===== src/pdfe_pkg.sv =====
// Shared types and character codes for the PDF literal string escaper.
package pdfe_pkg;

    localparam int C_MAX_RUN = 6;

    localparam logic [7:0] C_CH_BSLASH = 8'h5C;
    localparam logic [7:0] C_CH_LPAREN = 8'h28;
    localparam logic [7:0] C_CH_RPAREN = 8'h29;
    localparam logic [7:0] C_CH_NL     = 8'h0A;
    localparam logic [7:0] C_CH_CR     = 8'h0D;
    localparam logic [7:0] C_CH_TAB    = 8'h09;
    localparam logic [7:0] C_CH_BS     = 8'h08;
    localparam logic [7:0] C_CH_FF     = 8'h0C;
    localparam logic [7:0] C_CH_N      = 8'h6E;
    localparam logic [7:0] C_CH_R      = 8'h72;
    localparam logic [7:0] C_CH_T      = 8'h74;
    localparam logic [7:0] C_CH_B      = 8'h62;
    localparam logic [7:0] C_CH_F      = 8'h66;
    localparam logic [7:0] C_CH_ZERO   = 8'h30;
    localparam logic [7:0] C_PRINT_LO  = 8'd32;
    localparam logic [7:0] C_PRINT_HI  = 8'd126;

    typedef logic [2:0] t_run_cnt;

    typedef struct packed {
        logic [7:0] byte_value;
        logic       first_of_string;
        logic       last_of_string;
        logic       empty_string;
    } t_in_word;

    typedef struct packed {
        logic [C_MAX_RUN-1:0][7:0] bytes;
        t_run_cnt                  cnt;
    } t_run;

endpackage


===== src/pdfe_if.sv =====
// Valid/ready channel interfaces for the input and output words.
interface pdfe_in_if;
    logic       valid;
    logic       ready;
    logic [7:0] byte_value;
    logic       first_of_string;
    logic       last_of_string;
    logic       empty_string;

    modport source (
        output valid, byte_value, first_of_string, last_of_string, empty_string,
        input  ready
    );
    modport sink (
        input  valid, byte_value, first_of_string, last_of_string, empty_string,
        output ready
    );
endinterface

interface pdfe_out_if;
    logic       valid;
    logic       ready;
    logic [7:0] out_byte;
    logic       last_of_run;

    modport source (
        output valid, out_byte, last_of_run,
        input  ready
    );
    modport sink (
        input  valid, out_byte, last_of_run,
        output ready
    );
endinterface


===== src/pdfe_in_stage.sv =====
// Input register stage that captures one input word per cycle unless a held word is stalled.
module pdfe_in_stage (
    input  logic               i_clk,
    input  logic               i_rst_n,
    pdfe_in_if.sink            i_in,
    output logic               o_valid,
    output pdfe_pkg::t_in_word o_word,
    input  logic               i_ready
);
    import pdfe_pkg::*;

    logic     r_valid;
    t_in_word r_word;
    logic     take;

    assign i_in.ready = !r_valid || i_ready;
    assign take       = i_in.valid && i_in.ready;
    assign o_valid    = r_valid;
    assign o_word     = r_word;

    always_ff @(posedge i_clk) begin
        if (!i_rst_n) begin
            r_valid <= 1'b0;
        end else if (take) begin
            r_valid <= 1'b1;
        end else if (i_ready) begin
            r_valid <= 1'b0;
        end
    end

    always_ff @(posedge i_clk) begin
        if (take) begin
            r_word.byte_value      <= i_in.byte_value;
            r_word.first_of_string <= i_in.first_of_string;
            r_word.last_of_string  <= i_in.last_of_string;
            r_word.empty_string    <= i_in.empty_string;
        end
    end

    // A held word must not change until the serializer takes it.
    a_hold_word: assert property (@(posedge i_clk) disable iff (!i_rst_n)
        (r_valid && !i_ready) |=> (r_valid && $stable(r_word)))
        else $error("input word changed while stalled");

    a_take_fills: assert property (@(posedge i_clk) disable iff (!i_rst_n)
        take |=> r_valid)
        else $error("accepted word was not registered");

endmodule


===== src/pdfe_expand.sv =====
// Combinational expansion of one input word into its escaped byte run.
module pdfe_expand (
    input  pdfe_pkg::t_in_word i_word,
    output pdfe_pkg::t_run     o_run
);
    import pdfe_pkg::*;

    logic [3:0][7:0] esc;
    t_run_cnt        esc_len;
    logic [7:0]      b;
    logic [3:0]      j;
    logic            first;
    logic            last;

    assign b     = i_word.byte_value;
    assign first = i_word.first_of_string;
    assign last  = i_word.last_of_string;

    always_comb begin
        esc     = '0;
        esc_len = 3'd2;
        unique case (b)
            C_CH_BSLASH, C_CH_LPAREN, C_CH_RPAREN: begin
                esc[0] = C_CH_BSLASH;
                esc[1] = b;
            end
            C_CH_NL: begin
                esc[0] = C_CH_BSLASH;
                esc[1] = C_CH_N;
            end
            C_CH_CR: begin
                esc[0] = C_CH_BSLASH;
                esc[1] = C_CH_R;
            end
            C_CH_TAB: begin
                esc[0] = C_CH_BSLASH;
                esc[1] = C_CH_T;
            end
            C_CH_BS: begin
                esc[0] = C_CH_BSLASH;
                esc[1] = C_CH_B;
            end
            C_CH_FF: begin
                esc[0] = C_CH_BSLASH;
                esc[1] = C_CH_F;
            end
            default: begin
                if (b < C_PRINT_LO || b > C_PRINT_HI) begin
                    esc[0]  = C_CH_BSLASH;
                    esc[1]  = C_CH_ZERO | {6'd0, b[7:6]};
                    esc[2]  = C_CH_ZERO | {5'd0, b[5:3]};
                    esc[3]  = C_CH_ZERO | {5'd0, b[2:0]};
                    esc_len = 3'd4;
                end else begin
                    esc[0]  = b;
                    esc_len = 3'd1;
                end
            end
        endcase
    end

    // An empty string yields just the two parentheses; otherwise each output slot is
    // filled independently from the opening flag, the escape bytes and the closing flag.
    always_comb begin
        o_run = '0;
        j     = '0;
        if (i_word.empty_string) begin
            o_run.bytes[0] = C_CH_LPAREN;
            o_run.bytes[1] = C_CH_RPAREN;
            o_run.cnt      = 3'd2;
        end else begin
            for (int k = 0; k < C_MAX_RUN; k++) begin
                j = 4'(k) - {3'd0, first};
                if (first && k == 0) begin
                    o_run.bytes[k] = C_CH_LPAREN;
                end else if (j < {1'b0, esc_len}) begin
                    o_run.bytes[k] = esc[j[1:0]];
                end else if (j == {1'b0, esc_len} && last) begin
                    o_run.bytes[k] = C_CH_RPAREN;
                end
            end
            o_run.cnt = {2'd0, first} + esc_len + {2'd0, last};
        end
    end

endmodule


===== src/pdfe_serializer.sv =====
// Shift register that sends an expanded run out one byte per cycle while the output is ready.
module pdfe_serializer (
    input  logic            i_clk,
    input  logic            i_rst_n,
    input  logic            i_valid,
    input  pdfe_pkg::t_run  i_run,
    output logic            o_ready,
    pdfe_out_if.source      o_out
);
    import pdfe_pkg::*;

    logic                      r_valid;
    logic [C_MAX_RUN-1:0][7:0] r_seq;
    t_run_cnt                  r_cnt;
    logic                      last_taken;
    logic                      load;

    // The next run loads in the same cycle that the last byte of this one leaves.
    assign last_taken = r_valid && o_out.ready && r_cnt == 3'd1;
    assign o_ready    = !r_valid || last_taken;
    assign load       = i_valid && o_ready;

    assign o_out.valid       = r_valid;
    assign o_out.out_byte    = r_seq[0];
    assign o_out.last_of_run = r_cnt == 3'd1;

    always_ff @(posedge i_clk) begin
        if (!i_rst_n) begin
            r_valid <= 1'b0;
        end else if (load) begin
            r_valid <= 1'b1;
        end else if (last_taken) begin
            r_valid <= 1'b0;
        end
    end

    always_ff @(posedge i_clk) begin
        if (load) begin
            r_seq <= i_run.bytes;
            r_cnt <= i_run.cnt;
        end else if (r_valid && o_out.ready && r_cnt != 3'd1) begin
            r_seq <= {8'h00, r_seq[C_MAX_RUN-1:1]};
            r_cnt <= r_cnt - 3'd1;
        end
    end

    a_cnt_range: assert property (@(posedge i_clk) disable iff (!i_rst_n)
        r_valid |-> (r_cnt != 3'd0 && r_cnt <= 3'(C_MAX_RUN)))
        else $error("run count out of range");

    a_shift_step: assert property (@(posedge i_clk) disable iff (!i_rst_n)
        (r_valid && o_out.ready && r_cnt != 3'd1) |=>
            (r_valid && r_cnt == $past(r_cnt) - 3'd1))
        else $error("run did not advance by one byte");

    a_load_count: assert property (@(posedge i_clk) disable iff (!i_rst_n)
        load |=> (r_valid && r_cnt == $past(i_run.cnt)))
        else $error("loaded run has wrong length");

endmodule


===== src/pdfe_top.sv =====
// Escapes raw string bytes into PDF literal string syntax.
// Each input word expands to one to six output words (parentheses, backslash
// escapes, three-digit octal escapes), sent one word per cycle while the sink
// is ready. The output shift register sets the rate: all bytes of a run
// leave before the next run loads, so input words are taken every cycle as
// long as each expands to a single byte and the sink is ready. The next run
// is loaded in the cycle its predecessor's last byte leaves, so no gap appears
// between runs. Words pass the input register, then the output shift register.
module pdf_literal_string_escaper_top (
    input  logic        i_clk,
    input  logic        i_rst_n,
    pdfe_in_if.sink     i_in,
    pdfe_out_if.source  o_out
);
    import pdfe_pkg::*;

    logic     stage_valid;
    t_in_word stage_word;
    logic     ser_ready;
    t_run     run;

    pdfe_in_stage u_in_stage (
        .i_clk   (i_clk),
        .i_rst_n (i_rst_n),
        .i_in    (i_in),
        .o_valid (stage_valid),
        .o_word  (stage_word),
        .i_ready (ser_ready)
    );

    pdfe_expand u_expand (
        .i_word (stage_word),
        .o_run  (run)
    );

    pdfe_serializer u_serializer (
        .i_clk   (i_clk),
        .i_rst_n (i_rst_n),
        .i_valid (stage_valid),
        .i_run   (run),
        .o_ready (ser_ready),
        .o_out   (o_out)
    );

endmodule


===== src/flat_wrapper.sv =====
// flat-port wrapper written by rule: the top's interface ports become plain ports
module pdf_literal_string_escaper_top_flat import pdfe_pkg::*;
  (i_clk, i_rst_n, i_in_valid, i_in_byte_value, i_in_first_of_string, i_in_last_of_string, i_in_empty_string, i_in_ready, o_out_valid, o_out_out_byte, o_out_last_of_run, o_out_ready);
  pdfe_in_if i_in_i ();
  pdfe_out_if o_out_i ();
  input  logic i_clk;
  input  logic i_rst_n;
  input wire logic [$bits(i_in_i.valid)-1:0] i_in_valid;
  input wire logic [$bits(i_in_i.byte_value)-1:0] i_in_byte_value;
  input wire logic [$bits(i_in_i.first_of_string)-1:0] i_in_first_of_string;
  input wire logic [$bits(i_in_i.last_of_string)-1:0] i_in_last_of_string;
  input wire logic [$bits(i_in_i.empty_string)-1:0] i_in_empty_string;
  output wire logic [$bits(i_in_i.ready)-1:0] i_in_ready;
  output wire logic [$bits(o_out_i.valid)-1:0] o_out_valid;
  output wire logic [$bits(o_out_i.out_byte)-1:0] o_out_out_byte;
  output wire logic [$bits(o_out_i.last_of_run)-1:0] o_out_last_of_run;
  input wire logic [$bits(o_out_i.ready)-1:0] o_out_ready;
  assign i_in_i.valid = i_in_valid;
  assign i_in_i.byte_value = i_in_byte_value;
  assign i_in_i.first_of_string = i_in_first_of_string;
  assign i_in_i.last_of_string = i_in_last_of_string;
  assign i_in_i.empty_string = i_in_empty_string;
  assign i_in_ready = i_in_i.ready;
  assign o_out_valid = o_out_i.valid;
  assign o_out_out_byte = o_out_i.out_byte;
  assign o_out_last_of_run = o_out_i.last_of_run;
  assign o_out_i.ready = o_out_ready;
  pdf_literal_string_escaper_top u_core (.i_clk(i_clk), .i_rst_n(i_rst_n), .i_in(i_in_i), .o_out(o_out_i));
endmodule

===== config.mk =====
export PLATFORM = sky130hd
export DESIGN_NAME = pdf_literal_string_escaper_top_flat
export DESIGN_NICKNAME = d
export VERILOG_FILES = /design/src/pdfe_pkg.sv /design/src/pdfe_if.sv /design/src/pdfe_in_stage.sv /design/src/pdfe_expand.sv /design/src/pdfe_serializer.sv /design/src/pdfe_top.sv /design/src/flat_wrapper.sv
export SDC_FILE = /design/constraint.sdc
export NUM_CORES = 1
export LEC_CHECK = 0
export ABC_AREA = 0
export BUFFER_PORTS_ARGS = -buffer_cell sky130_fd_sc_hd__buf_2
export CORE_MARGIN = 5
export CORE_UTILIZATION = 30
export CTS_CLUSTER_DIAMETER = 150
export CTS_CLUSTER_SIZE = 12
export DETAILED_ROUTE_END_ITERATION = 8
export GPL_TIMING_DRIVEN = 0
export SLEW_MARGIN = 20
export SYNTH_ARGS = -nofsm -noshare
export SYNTH_HDL_FRONTEND = slang
export SYNTH_SLANG_ARGS = --single-unit

===== constraint.sdc =====
create_clock -name i_clk -period 4.08 [get_ports i_clk]
set_clock_uncertainty 0.2 [all_clocks]
set_input_delay 0.816 -clock i_clk [delete_from_list [all_inputs] [get_ports i_clk]]
set_output_delay 0.816 -clock i_clk [all_outputs]
set_load 0.03 [all_outputs]

### Word level (Yosys, flattened, before mapping)

Cells that the tools add are included.

| word-level totals | value |
|---|---|
| register bits | 64 |

| cells by class | value |
|---|---|
| add/sub/neg operators | 9 |
| order comparisons | 14 |
| equality and inequality tests | 16 |
| multiplexer cells | 41 |
| reductions and logical operators | 21 |

Operators with widths:

| operator | number |
|---|---|
| 2-to-1 mux 8 bit | 14 |
| binary-select mux 8 bit (select 2 bit) | 6 |
| 2-to-1 mux 48 bit | 2 |
| one-hot mux 16 bit (6 select lines) | 1 |
| == test 8 x 4 -> 1 bit, second input constant | 5 |
| 2-to-1 mux 6 bit | 6 |
| 2-to-1 mux 32 bit | 1 |
| == test 4 x 3 -> 1 bit | 6 |
| < comparator 4 x 3 -> 1 bit | 6 |
| 2-to-1 mux 22 bit | 1 |
| 2-to-1 mux 19 bit | 1 |
| < comparator 2 x 3 -> 1 bit, second input constant | 6 |
| == test 8 x 6 -> 1 bit, second input constant | 2 |
| 2-to-1 mux 16 bit | 1 |
| 2-to-1 mux 3 bit | 4 |
| logical AND 1 bit | 11 |
| == test 8 x 7 -> 1 bit, second input constant | 1 |
| greater-than comparator 8 x 7 -> 1 bit, second input constant | 1 |
| < comparator 8 x 6 -> 1 bit, second input constant | 1 |
| OR reduction 8 bit | 1 |
| subtractor 3 x 1 -> 4 bit, first input constant | 2 |
| nonzero test 2 bit | 3 |
| subtractor 2 x 1 -> 3 bit, first input constant | 2 |
| 2-to-1 mux 1 bit | 4 |
| 9 further kinds | 13 |

### Depth between registers and ports, before layout

Gate-level depths: netlist (run 1).

| logic depth | value |
|---|---|
| depth after elaboration | 11 |
| mapped depth | 13 |
| gate-level depth less buffers | 9 |

### Cells and area by module

A second synthesis (run 1) with hierarchy kept.

| unflattened totals | value |
|---|---|
| cells, all modules | 335 |
| area, all modules | 4006.3 µm² |

By module, submodules not included:

| module | times used | cells an instance | area an instance (µm²) | sequential area each (µm²) |
|---|---|---|---|---|
| pdfe_serializer | 1 | 130 | 2311.0 | 1551.5 |
| pdfe_expand | 1 | 189 | 1307.5 | 0.0 |
| pdfe_in_stage | 1 | 16 | 387.9 | 350.3 |

### Worst setup path after synthesis (run 1)

OpenSTA, ideal clock, no wires.

| timing | value |
|---|---|
| kind | flip-flop to flip-flop |
| start point | register u_core.u_in_stage.r_word, in the netlist u_core.u_in_stage.o_word[7] |
| end point | register u_core.u_serializer.r_seq[13] (netlist bit), data pin |
| arrival time | 2.947 ns |
| required time | 3.619 ns |
| slack | 0.672 ns |
| stages on the path, launching flop included | 14 |
| path buffers | 5 |
| period minus slack after synthesis | 3.408 ns |
| path through | edfxtp_1 > buf_6 > and4_4 > buf_6 > a41o_1 > buf_6 > nor3_4 > ha_1 > clkbuf_1 > or3_1 > clkbuf_1 > a21oi_1 > mux2_2 > o32a_1 |

| on the way | value |
|---|---|
| cells in the longest elaborated chain, start to end | 10 |
| elaborated cells between the ends (all ways) | 28 |

Ends and longest elaborated chain:

| what | RTL line | text |
|---|---|---|
| start, declared | pdfe_in_stage.sv:13 | `t_in_word r_word;` |
| branches (longest 7 deep; another with < comparator 8 x 6 -> 1 bit) | -- |  |
| 2-to-1 mux 8 bit * | pdfe_expand.sv:76 | `end else if (j < {1'b0, esc_len}) begin` |
| 2-to-1 mux 19 bit * | pdfe_expand.sv:67 | `if (i_word.empty_string) begin` |
| 2-to-1 mux 48 bit * | pdfe_serializer.sv:38 | `if (load) begin` |
| end signal, assigned | pdfe_serializer.sv:39 | `r_seq <= i_run.bytes;` |
| end signal, assigned | pdfe_serializer.sv:42 | `r_seq <= {8'h00, r_seq[C_MAX_RUN-1:1]};` |
| end, declared | pdfe_serializer.sv:13 | `logic [C_MAX_RUN-1:0][7:0] r_seq;` |

Mark *: on every way between the ends. The select of a mux whose other input is x is not followed.
A chain may end at the register's enable or synchronous reset.

### Worst setup path in the final report (run 1)

| timing | value |
|---|---|
| start point | register u_core.u_in_stage.r_word, in the netlist u_core.u_in_stage.o_word[9] |
| end point | register u_core.u_serializer.r_seq, in the netlist u_core.u_serializer.o_out.out_byte[0], data pin |

| on the way | value |
|---|---|
| cells in the longest elaborated chain, start to end | 11 |
| elaborated cells between the ends (all ways) | 29 |

Ends and longest elaborated chain:

| what | RTL line | text |
|---|---|---|
| branches (longest 7 deep; another with < comparator 8 x 6 -> 1 bit) | -- |  |
| 2-to-1 mux 8 bit * | pdfe_expand.sv:76 |  |
| 2-to-1 mux 8 bit * | pdfe_expand.sv:74 | `if (first && k == 0) begin` |
| 2-to-1 mux 19 bit * | pdfe_expand.sv:67 |  |
| 2-to-1 mux 48 bit * | pdfe_serializer.sv:38 |  |

Marks and branches as above.

==> results of run 1 <==
## cells in the mapped netlist, types with 6 or more instances
| library cell | n |
|---|---|
| ha_1 | 8 |
| inv_1 | 11 |
| clkbuf_1 | 16 |
| a21o_1 | 7 |
| a21oi_1 | 12 |
| nand2_1 | 34 |
| o21ai_0 | 24 |
| a22o_1 | 9 |
| nand3_1 | 10 |
| edfxtp_1 | 62 |
| nor2_1 | 27 |
| buf_4 | 9 |
| and2_1 | 6 |
## placed cells by master (no fill, tap or decap), drive strengths merged, types with 5 or more instances in the layout
master	n
ha	8
a32o	5
edfxtp	62
clkbuf	25
and2	6
nor2	27
nor3	6
a22o	9
buf	42
inv	12
o21ai	26
a21o	7
a21oi	13
nand3	10
a31oi	5
nand2	34
## final timing paths
check	start	endpoint	slack, ps	cells past startpoint
worst max-delay path	u_core.u_in_stage.o_word[9]$_DFFE_PP_	u_core.u_serializer.o_out.out_byte[0]$_DFFE_PP_	210	8
worst min-delay path	u_core.u_serializer.r_seq[23]$_DFFE_PP_	u_core.u_serializer.r_seq[15]$_DFFE_PP_	320	1
worst max register to register	u_core.u_in_stage.o_word[9]$_DFFE_PP_	u_core.u_serializer.o_out.out_byte[0]$_DFFE_PP_	210	8
worst min register to register	u_core.u_serializer.r_seq[23]$_DFFE_PP_	u_core.u_serializer.r_seq[15]$_DFFE_PP_	320	1
## layer usage
layer,up-vias,wire [um]
met5,-,0
met4,0,230
met3,23,620
met2,127,4630
met1,1427,4370
li1,1337,-
## power by group through the flow
stage          clock (uW)  sequential [uW]  combinational [uW]
2_1_floorplan           0              843                 215
3_3_place_gp            0              850                 296
3_5_place_dp            0              848                 308
4_1_cts               761              835                 310
5_1_grt               799              840                 341
6_report              757              834                 313
## flip-flops by register name, summed over array words and instances, names as in the netlist
name / cells
u_core.u_serializer.o_out.valid: 1
u_core.u_serializer.r_cnt: 3
u_core.u_in_stage.o_valid: 1
u_core.u_serializer.r_seq: 40
u_core.u_in_stage.o_word: 11
u_core.u_serializer.o_out.out_byte: 8
## worst max-delay path, delay by kind of cell (launching register included)
kind / cells / cell delay [ps]
simple gates: 3 / 1370
compound gates: 4 / 1210
fa+ha+maj: 1 / 390
flops: 1 / 510
## cell type report
class	count	share of cell area [%]
clock inverters	6	1.44
flip-flops and latches	64	44.8
repair buffers	27	3.60
clock buffers	9	5.31
plain buffers	31	4.13
inverters	12	1.12
well taps	147	4.33
multi-input cells	227	35.3
## cells by family (layout without fill, tap and decap cells)
logic type / count (synthesis) / in the layout / synth area share (%)
AOI/OAI and AO/OA: 98 / 98 / 19.5
xor gates and xnor gates: 4 / 4 / 0.969
adders and majority gates: 9 / 9 / 3.32
buffers and inverters: 43 / 85 / 6.16
DFF: 64 / 64 / 52.6
muxes: 4 / 4 / 1.18
other: 1 / 1 / 0.104
and+or+nand+nor: 111 / 111 / 16.2
## per-stage QoR
step | utilization (%) | TNS [ps] | std cells | hold slack, ps
6_report | 35.6 | 0 | 523 | 317
5_1_grt | 35.6 | 0 | 523 | 335
4_1_cts | 35.5 | 0 | 522 | 320
3_5_place_dp | 33.1 | -10.5 | 507 | 307
3_3_place_gp | 33.0 | 0 | 506 | 301
2_1_floorplan | - | 0 | 334 | 289
## timing repair
action,in CTS,in global routing
hold endpoints to repair,0,0
pin swaps,1,1
endpoints found under the setup margin,1,3
setup buffers,0,1
==> reports/qor.csv, run 1 <==
stage,metric,value,unit
run_status,status,"finished, final reports clean",
cells_and_area,ANT cells,0,
synthesis,Synth top area share,51.5,%
timing,Slew headroom,39.4,%
min_path,HP Class,reg -> reg,
critical_path,CP cell instances,nor4b_2 -> o21a_1 -> nor2_1 -> ha_1 -> a21o_1 -> a211o_1 -> or2_2 -> o21ai_0,
clock_network,clk sinks,64,
power_and_ir_drop,Power Dens Cells,448,nW/um^2
job,max-cap violations,0,
placement,Place WS,-10.5,ps
placement,Port Buffers,25,
timing,Hold Fails Final Rpt,0,
timing,Worst-Margin Slew,906,ps
cells_and_area,layout overhead on the synthesized area,17.4,%
synthesis,sequential area share after synthesis,52.6,%
detailed_routing,final WL,9.85,mm
cells_and_area,Final #Nets,396,
detailed_routing,wire per inst,18.8,um
critical_path,Crit Path Class,reg -> reg,
global_routing,routing usage on met2,22.0,%
synthesis,Mapped Area,3620,um^2
placement,gpl congestion,0.913,
cells_and_area,Post-Layout Inst Area,4250,um^2
clock_network,"CTS clk-pin slew, worst paths",50,ps
detailed_routing,TritonRoute pass-1 iters,5,
cells_and_area,share of layout cells above drive strength 1,19.7,%
synthesis,total nets after synthesis,358,
global_routing,GR Overflow Total,0,
synthesis,synthesized instance count,334,
clock_network,CTS Hold Bufs,0,
placement,hpwl dp,6.90,mm
power_and_ir_drop,power share of the clock group,39.7,%
synthesis,Synth cell types,69,
power_and_ir_drop,VDD IR-drop max,0.000195,V
floorplan,die width,120,um
global_routing,Tot GR Track Use,14.1,%
timing,Final WS setup,208,ps
power_and_ir_drop,Static Leak,0.00157,uW
detailed_routing,vias post-DR,2914,
timing,final critical-path share of the clock period,94.9,%
synthesis,Seq cells post-synth,64,
critical_path,CP Launch Type,flop,
timing,final setup fails,0,
power_and_ir_drop,Net Sw Frac,27.0,%
floorplan,core region area,11900,um^2
detailed_routing,vias per cell,5.57,
global_routing,initial antenna violation count,0,
floorplan,Top-Level Pins,26,
synthesis,Yosys top cell by area,edfxtp_1,
clock_network,# resized after CTS,0,
detailed_routing,DRC Markers,0,
critical_path,CP max stage cell,nor4b_2,
synthesis,"EDFF count, synth",62,
synthesis,"FFs w/ async S/R, synth",0,%
critical_path,Critical Path End Type,flop,
cells_and_area,area of the multi-input gates,1500,um^2
timing,unrepaired setup endpoints after global routing,no,
synthesis,"top cells by area, synth","edfxtp_1 51%, nand2_1 3.5%, o21ai_0 3.3%, nor2_1 2.8%, ha_1 2.8%",
global_routing,largest net degree at the start of global routing,31,
clock_network,clock buffer depth,2,
synthesis,YS warnings,0,
floorplan,# rows,40,
placement,DP Area,3950,um^2
global_routing,GR peak layer,met2,
critical_path,crit path DAT,3810,ps
global_routing,GRT met3 Usage,3.30,%
floorplan,die area,14400,um^2
clock_network,Clock Latency Late Sink,340,ps
timing,max-slew violations,0,
power_and_ir_drop,Internal Power,1390,uW
detailed_routing,DRT iter0 DRCs,349,
critical_path,"critical path fanouts, max",10,
clock_network,total CTS buffers,9,
power_and_ir_drop,share of power burned in registers,43.8,%
critical_path,max incr delay on CP,830,ps
cells_and_area,Sequential Area,1900,um^2
timing,Tmin final,3870,ps
critical_path,CP Data Required Time,4010,ps
clock_network,root buf cell,clkbuf_16,
detailed_routing,Antenna Nets Post-Route,0,
power_and_ir_drop,Net Sw Power,515,uW
floorplan,Vert. Die Dim,120,um
power_and_ir_drop,"Power, Total",1900,uW
global_routing,vias in the first global route,2742,
global_routing,global routing usage on met1,18.9,%
timing,FMAX,258,MHz
clock_network,CTS tree,built,
synthesis,syn avg cell area,10.8,um^2
global_routing,global-route wire length before repair,15.5,mm
synthesis,top_reg_cell synth,edfxtp_1,
power_and_ir_drop,combinational group share of total power,16.4,%
floorplan,Initial Util,30.4,%
clock_network,CTS H-Tree Depth,3,
cells_and_area,fillcell total,1167,
No activity file was read; power rests on OpenSTA's default activity.
==> inputs of run 2 (changes only) <==
--- a/config.mk
+++ b/config.mk
@@ -6,6 +6,7 @@
 export NUM_CORES = 1
 export LEC_CHECK = 0
 export ABC_AREA = 0
+export ABC_CLOCK_PERIOD_IN_PS = 4080
 export BUFFER_PORTS_ARGS = -buffer_cell sky130_fd_sc_hd__buf_2
 export CORE_MARGIN = 5
 export CORE_UTILIZATION = 30
@@ -13,6 +14,7 @@
 export CTS_CLUSTER_SIZE = 12
 export DETAILED_ROUTE_END_ITERATION = 8
 export GPL_TIMING_DRIVEN = 0
+export SETUP_SLACK_MARGIN = 0.5
 export SLEW_MARGIN = 20
 export SYNTH_ARGS = -nofsm -noshare
 export SYNTH_HDL_FRONTEND = slang
==> reports/qor.csv, run 2 (synthesized netlist as in run 1, its figures left out) <==
stage,metric,value,unit
placement,Post-Place Cells,507,
critical_path,FF-to-FF Start,u_core.u_in_stage.o_word[5]$_DFFE_PP_,
global_routing,global-route wire length before repair,15.7,mm
cells_and_area,layout overhead on the synthesized area,19.4,%
global_routing,vias in the first global route,2818,
floorplan,Initial Util,30.4,%
clock_network,clk sinks,64,
timing,FMAX,285,MHz
placement,gpl congestion,0.913,
cells_and_area,max reg flops,40,
clock_network,CTS Hold Bufs,0,
cells_and_area,ANT cells,0,
timing,Final WS setup,576,ps
cells_and_area,"commonest non-fill, non-tap cells in the layout","62 x edfxtp_1, 34 x nand2_1, 27 x buf_2, 26 x nor2_1, 24 x o21ai_0",
floorplan,die area,14400,um^2
clock_network,"CTS clk-pin slew, worst paths",60,ps
timing,Worst-Margin Slew,796,ps
critical_path,Crit Path Class,reg -> reg,
timing,Hold Fails Final Rpt,0,
placement,Port Buffers,25,
cells_and_area,Post-Layout Inst Area,4320,um^2
cells_and_area,Final #Nets,401,
detailed_routing,DRC Markers,0,
detailed_routing,vias per cell,5.51,
global_routing,largest net degree at the start of global routing,31,
global_routing,initial antenna violation count,0,
floorplan,Top-Level Pins,26,
timing,max-slew violations,0,
global_routing,GR Overflow Total,0,
min_path,HP Class,reg -> reg,
cells_and_area,Final Non-Filler Cells,528,
critical_path,Critical Path End Type,flop,
cells_and_area,Top reg by flops,u_core.u_serializer.r_seq,
clock_network,CTS H-Tree Depth,3,
run_status,status,"finished, final reports clean",
clock_network,Clock Latency Late Sink,330,ps
clock_network,CTS tree,built,
clock_network,clock buffer depth,2,
placement,hpwl dp,6.90,mm
floorplan,die width,120,um
critical_path,CP Launch Type,flop,
critical_path,"critical path fanouts, max",10,
global_routing,Tot GR Track Use,14.2,%
timing,final critical-path share of the clock period,85.9,%
critical_path,crit path DAT,3380,ps
power_and_ir_drop,Static Leak,0.00162,uW
detailed_routing,wire per inst,19.0,um
placement,Place WS,-10.5,ps
critical_path,CP startpoint,u_core.u_in_stage.o_word[5]$_DFFE_PP_,
timing,unrepaired setup endpoints after global routing,no,
cells_and_area,share of layout cells above drive strength 1,22.8,%
power_and_ir_drop,VDD IR-drop max,0.000193,V
critical_path,CP Data Required Time,3960,ps
timing,final setup fails,0,
detailed_routing,vias post-DR,2907,
clock_network,root buf cell,clkbuf_16,
placement,DP Area,3950,um^2
detailed_routing,Antenna Nets Post-Route,0,
detailed_routing,final WL,10.0,mm
detailed_routing,TritonRoute pass-1 iters,5,
job,max-cap violations,0,
timing,Tmin final,3500,ps
min_path,Hold Path Origin,u_core.u_serializer.r_seq[23]$_DFFE_PP_,
timing,Hold Slack,317,ps
detailed_routing,DRT iter0 DRCs,382,
clock_network,total CTS buffers,9,
floorplan,Vert. Die Dim,120,um
floorplan,core region area,11900,um^2
timing,Slew headroom,46.9,%
cells_and_area,"commonest non-fill, non-tap cell in the layout",edfxtp_1,
power_and_ir_drop,Power Dens Cells,442,nW/um^2
floorplan,# rows,40,
## run 2: cell count changes in the layout (fill, tap and decap cells not counted), sizes merged
cell,previous run,this run
buf,42,47
## run 2: cell type report
cell class              count  area (um^2)
fillers                  1163         7590
flip-flops and latches     64         1900
multi-input cells         227         1530
clock buffers               9          225
repair buffers             32          190
well taps                 147          184
plain buffers              31          183
clock inverters             6         61.3
inverters                  12         47.5
## run 2: metrics by stage
stage	total power (uW)	TNS, ps	utilization (%)
after floorplan	1060	0	-
after global placement	1150	0	33.0
after detailed placement	1160	-10.5	33.1
after CTS	1910	0	36.0
after global routing	1980	0	36.3
final	1910	0	36.3
## run 2: metal layers
| metal | global-route usage, % | wire (um) | vias to the layer above |
|---|---|---|---|
| met4 | 5.94 | 213 | 0 |
| met5 | 0 | 0 | - |
| met2 | 22.5 | 4770 | 105 |
| met3 | 3.72 | 599 | 22 |
| met1 | 18.5 | 4450 | 1438 |
| li1 | - | - | 1342 |
## run 2: what timing repair did
item / in CTS / in global routing
setup endpoints to repair: 13 / 10
resized for setup: 4 / 11
setup buffers: 5 / 1
pin swaps: 2 / 1
## run 2: power breakdown
group          internal [uW]  switching (uW)
clock network            467             292
registers                810            24.8
logic                    114             203
total                   1390             520
## run 2: worst paths after layout
check / to / slack, ps / depth (start not counted)
worst min register to register: u_core.u_serializer.r_seq[15]$_DFFE_PP_ / 320 / 1
worst max register to register: u_core.u_serializer.r_seq[13]$_DFFE_PP_ / 580 / 11
worst min-delay path: u_core.u_serializer.r_seq[15]$_DFFE_PP_ / 320 / 1
worst max-delay path: u_core.u_serializer.r_seq[13]$_DFFE_PP_ / 580 / 11
## run 2: critical path, stage by stage (launching register included)
cell and delay [ps]:
edfxtp_1 430, clkbuf_2 240, or3b_2 560, a21oi_4 210, nor3_4 70, buf_4 190
ha_1 340, or3_1 120, clkbuf_4 190, a21oi_1 80, mux2_2 280, o32a_1 330
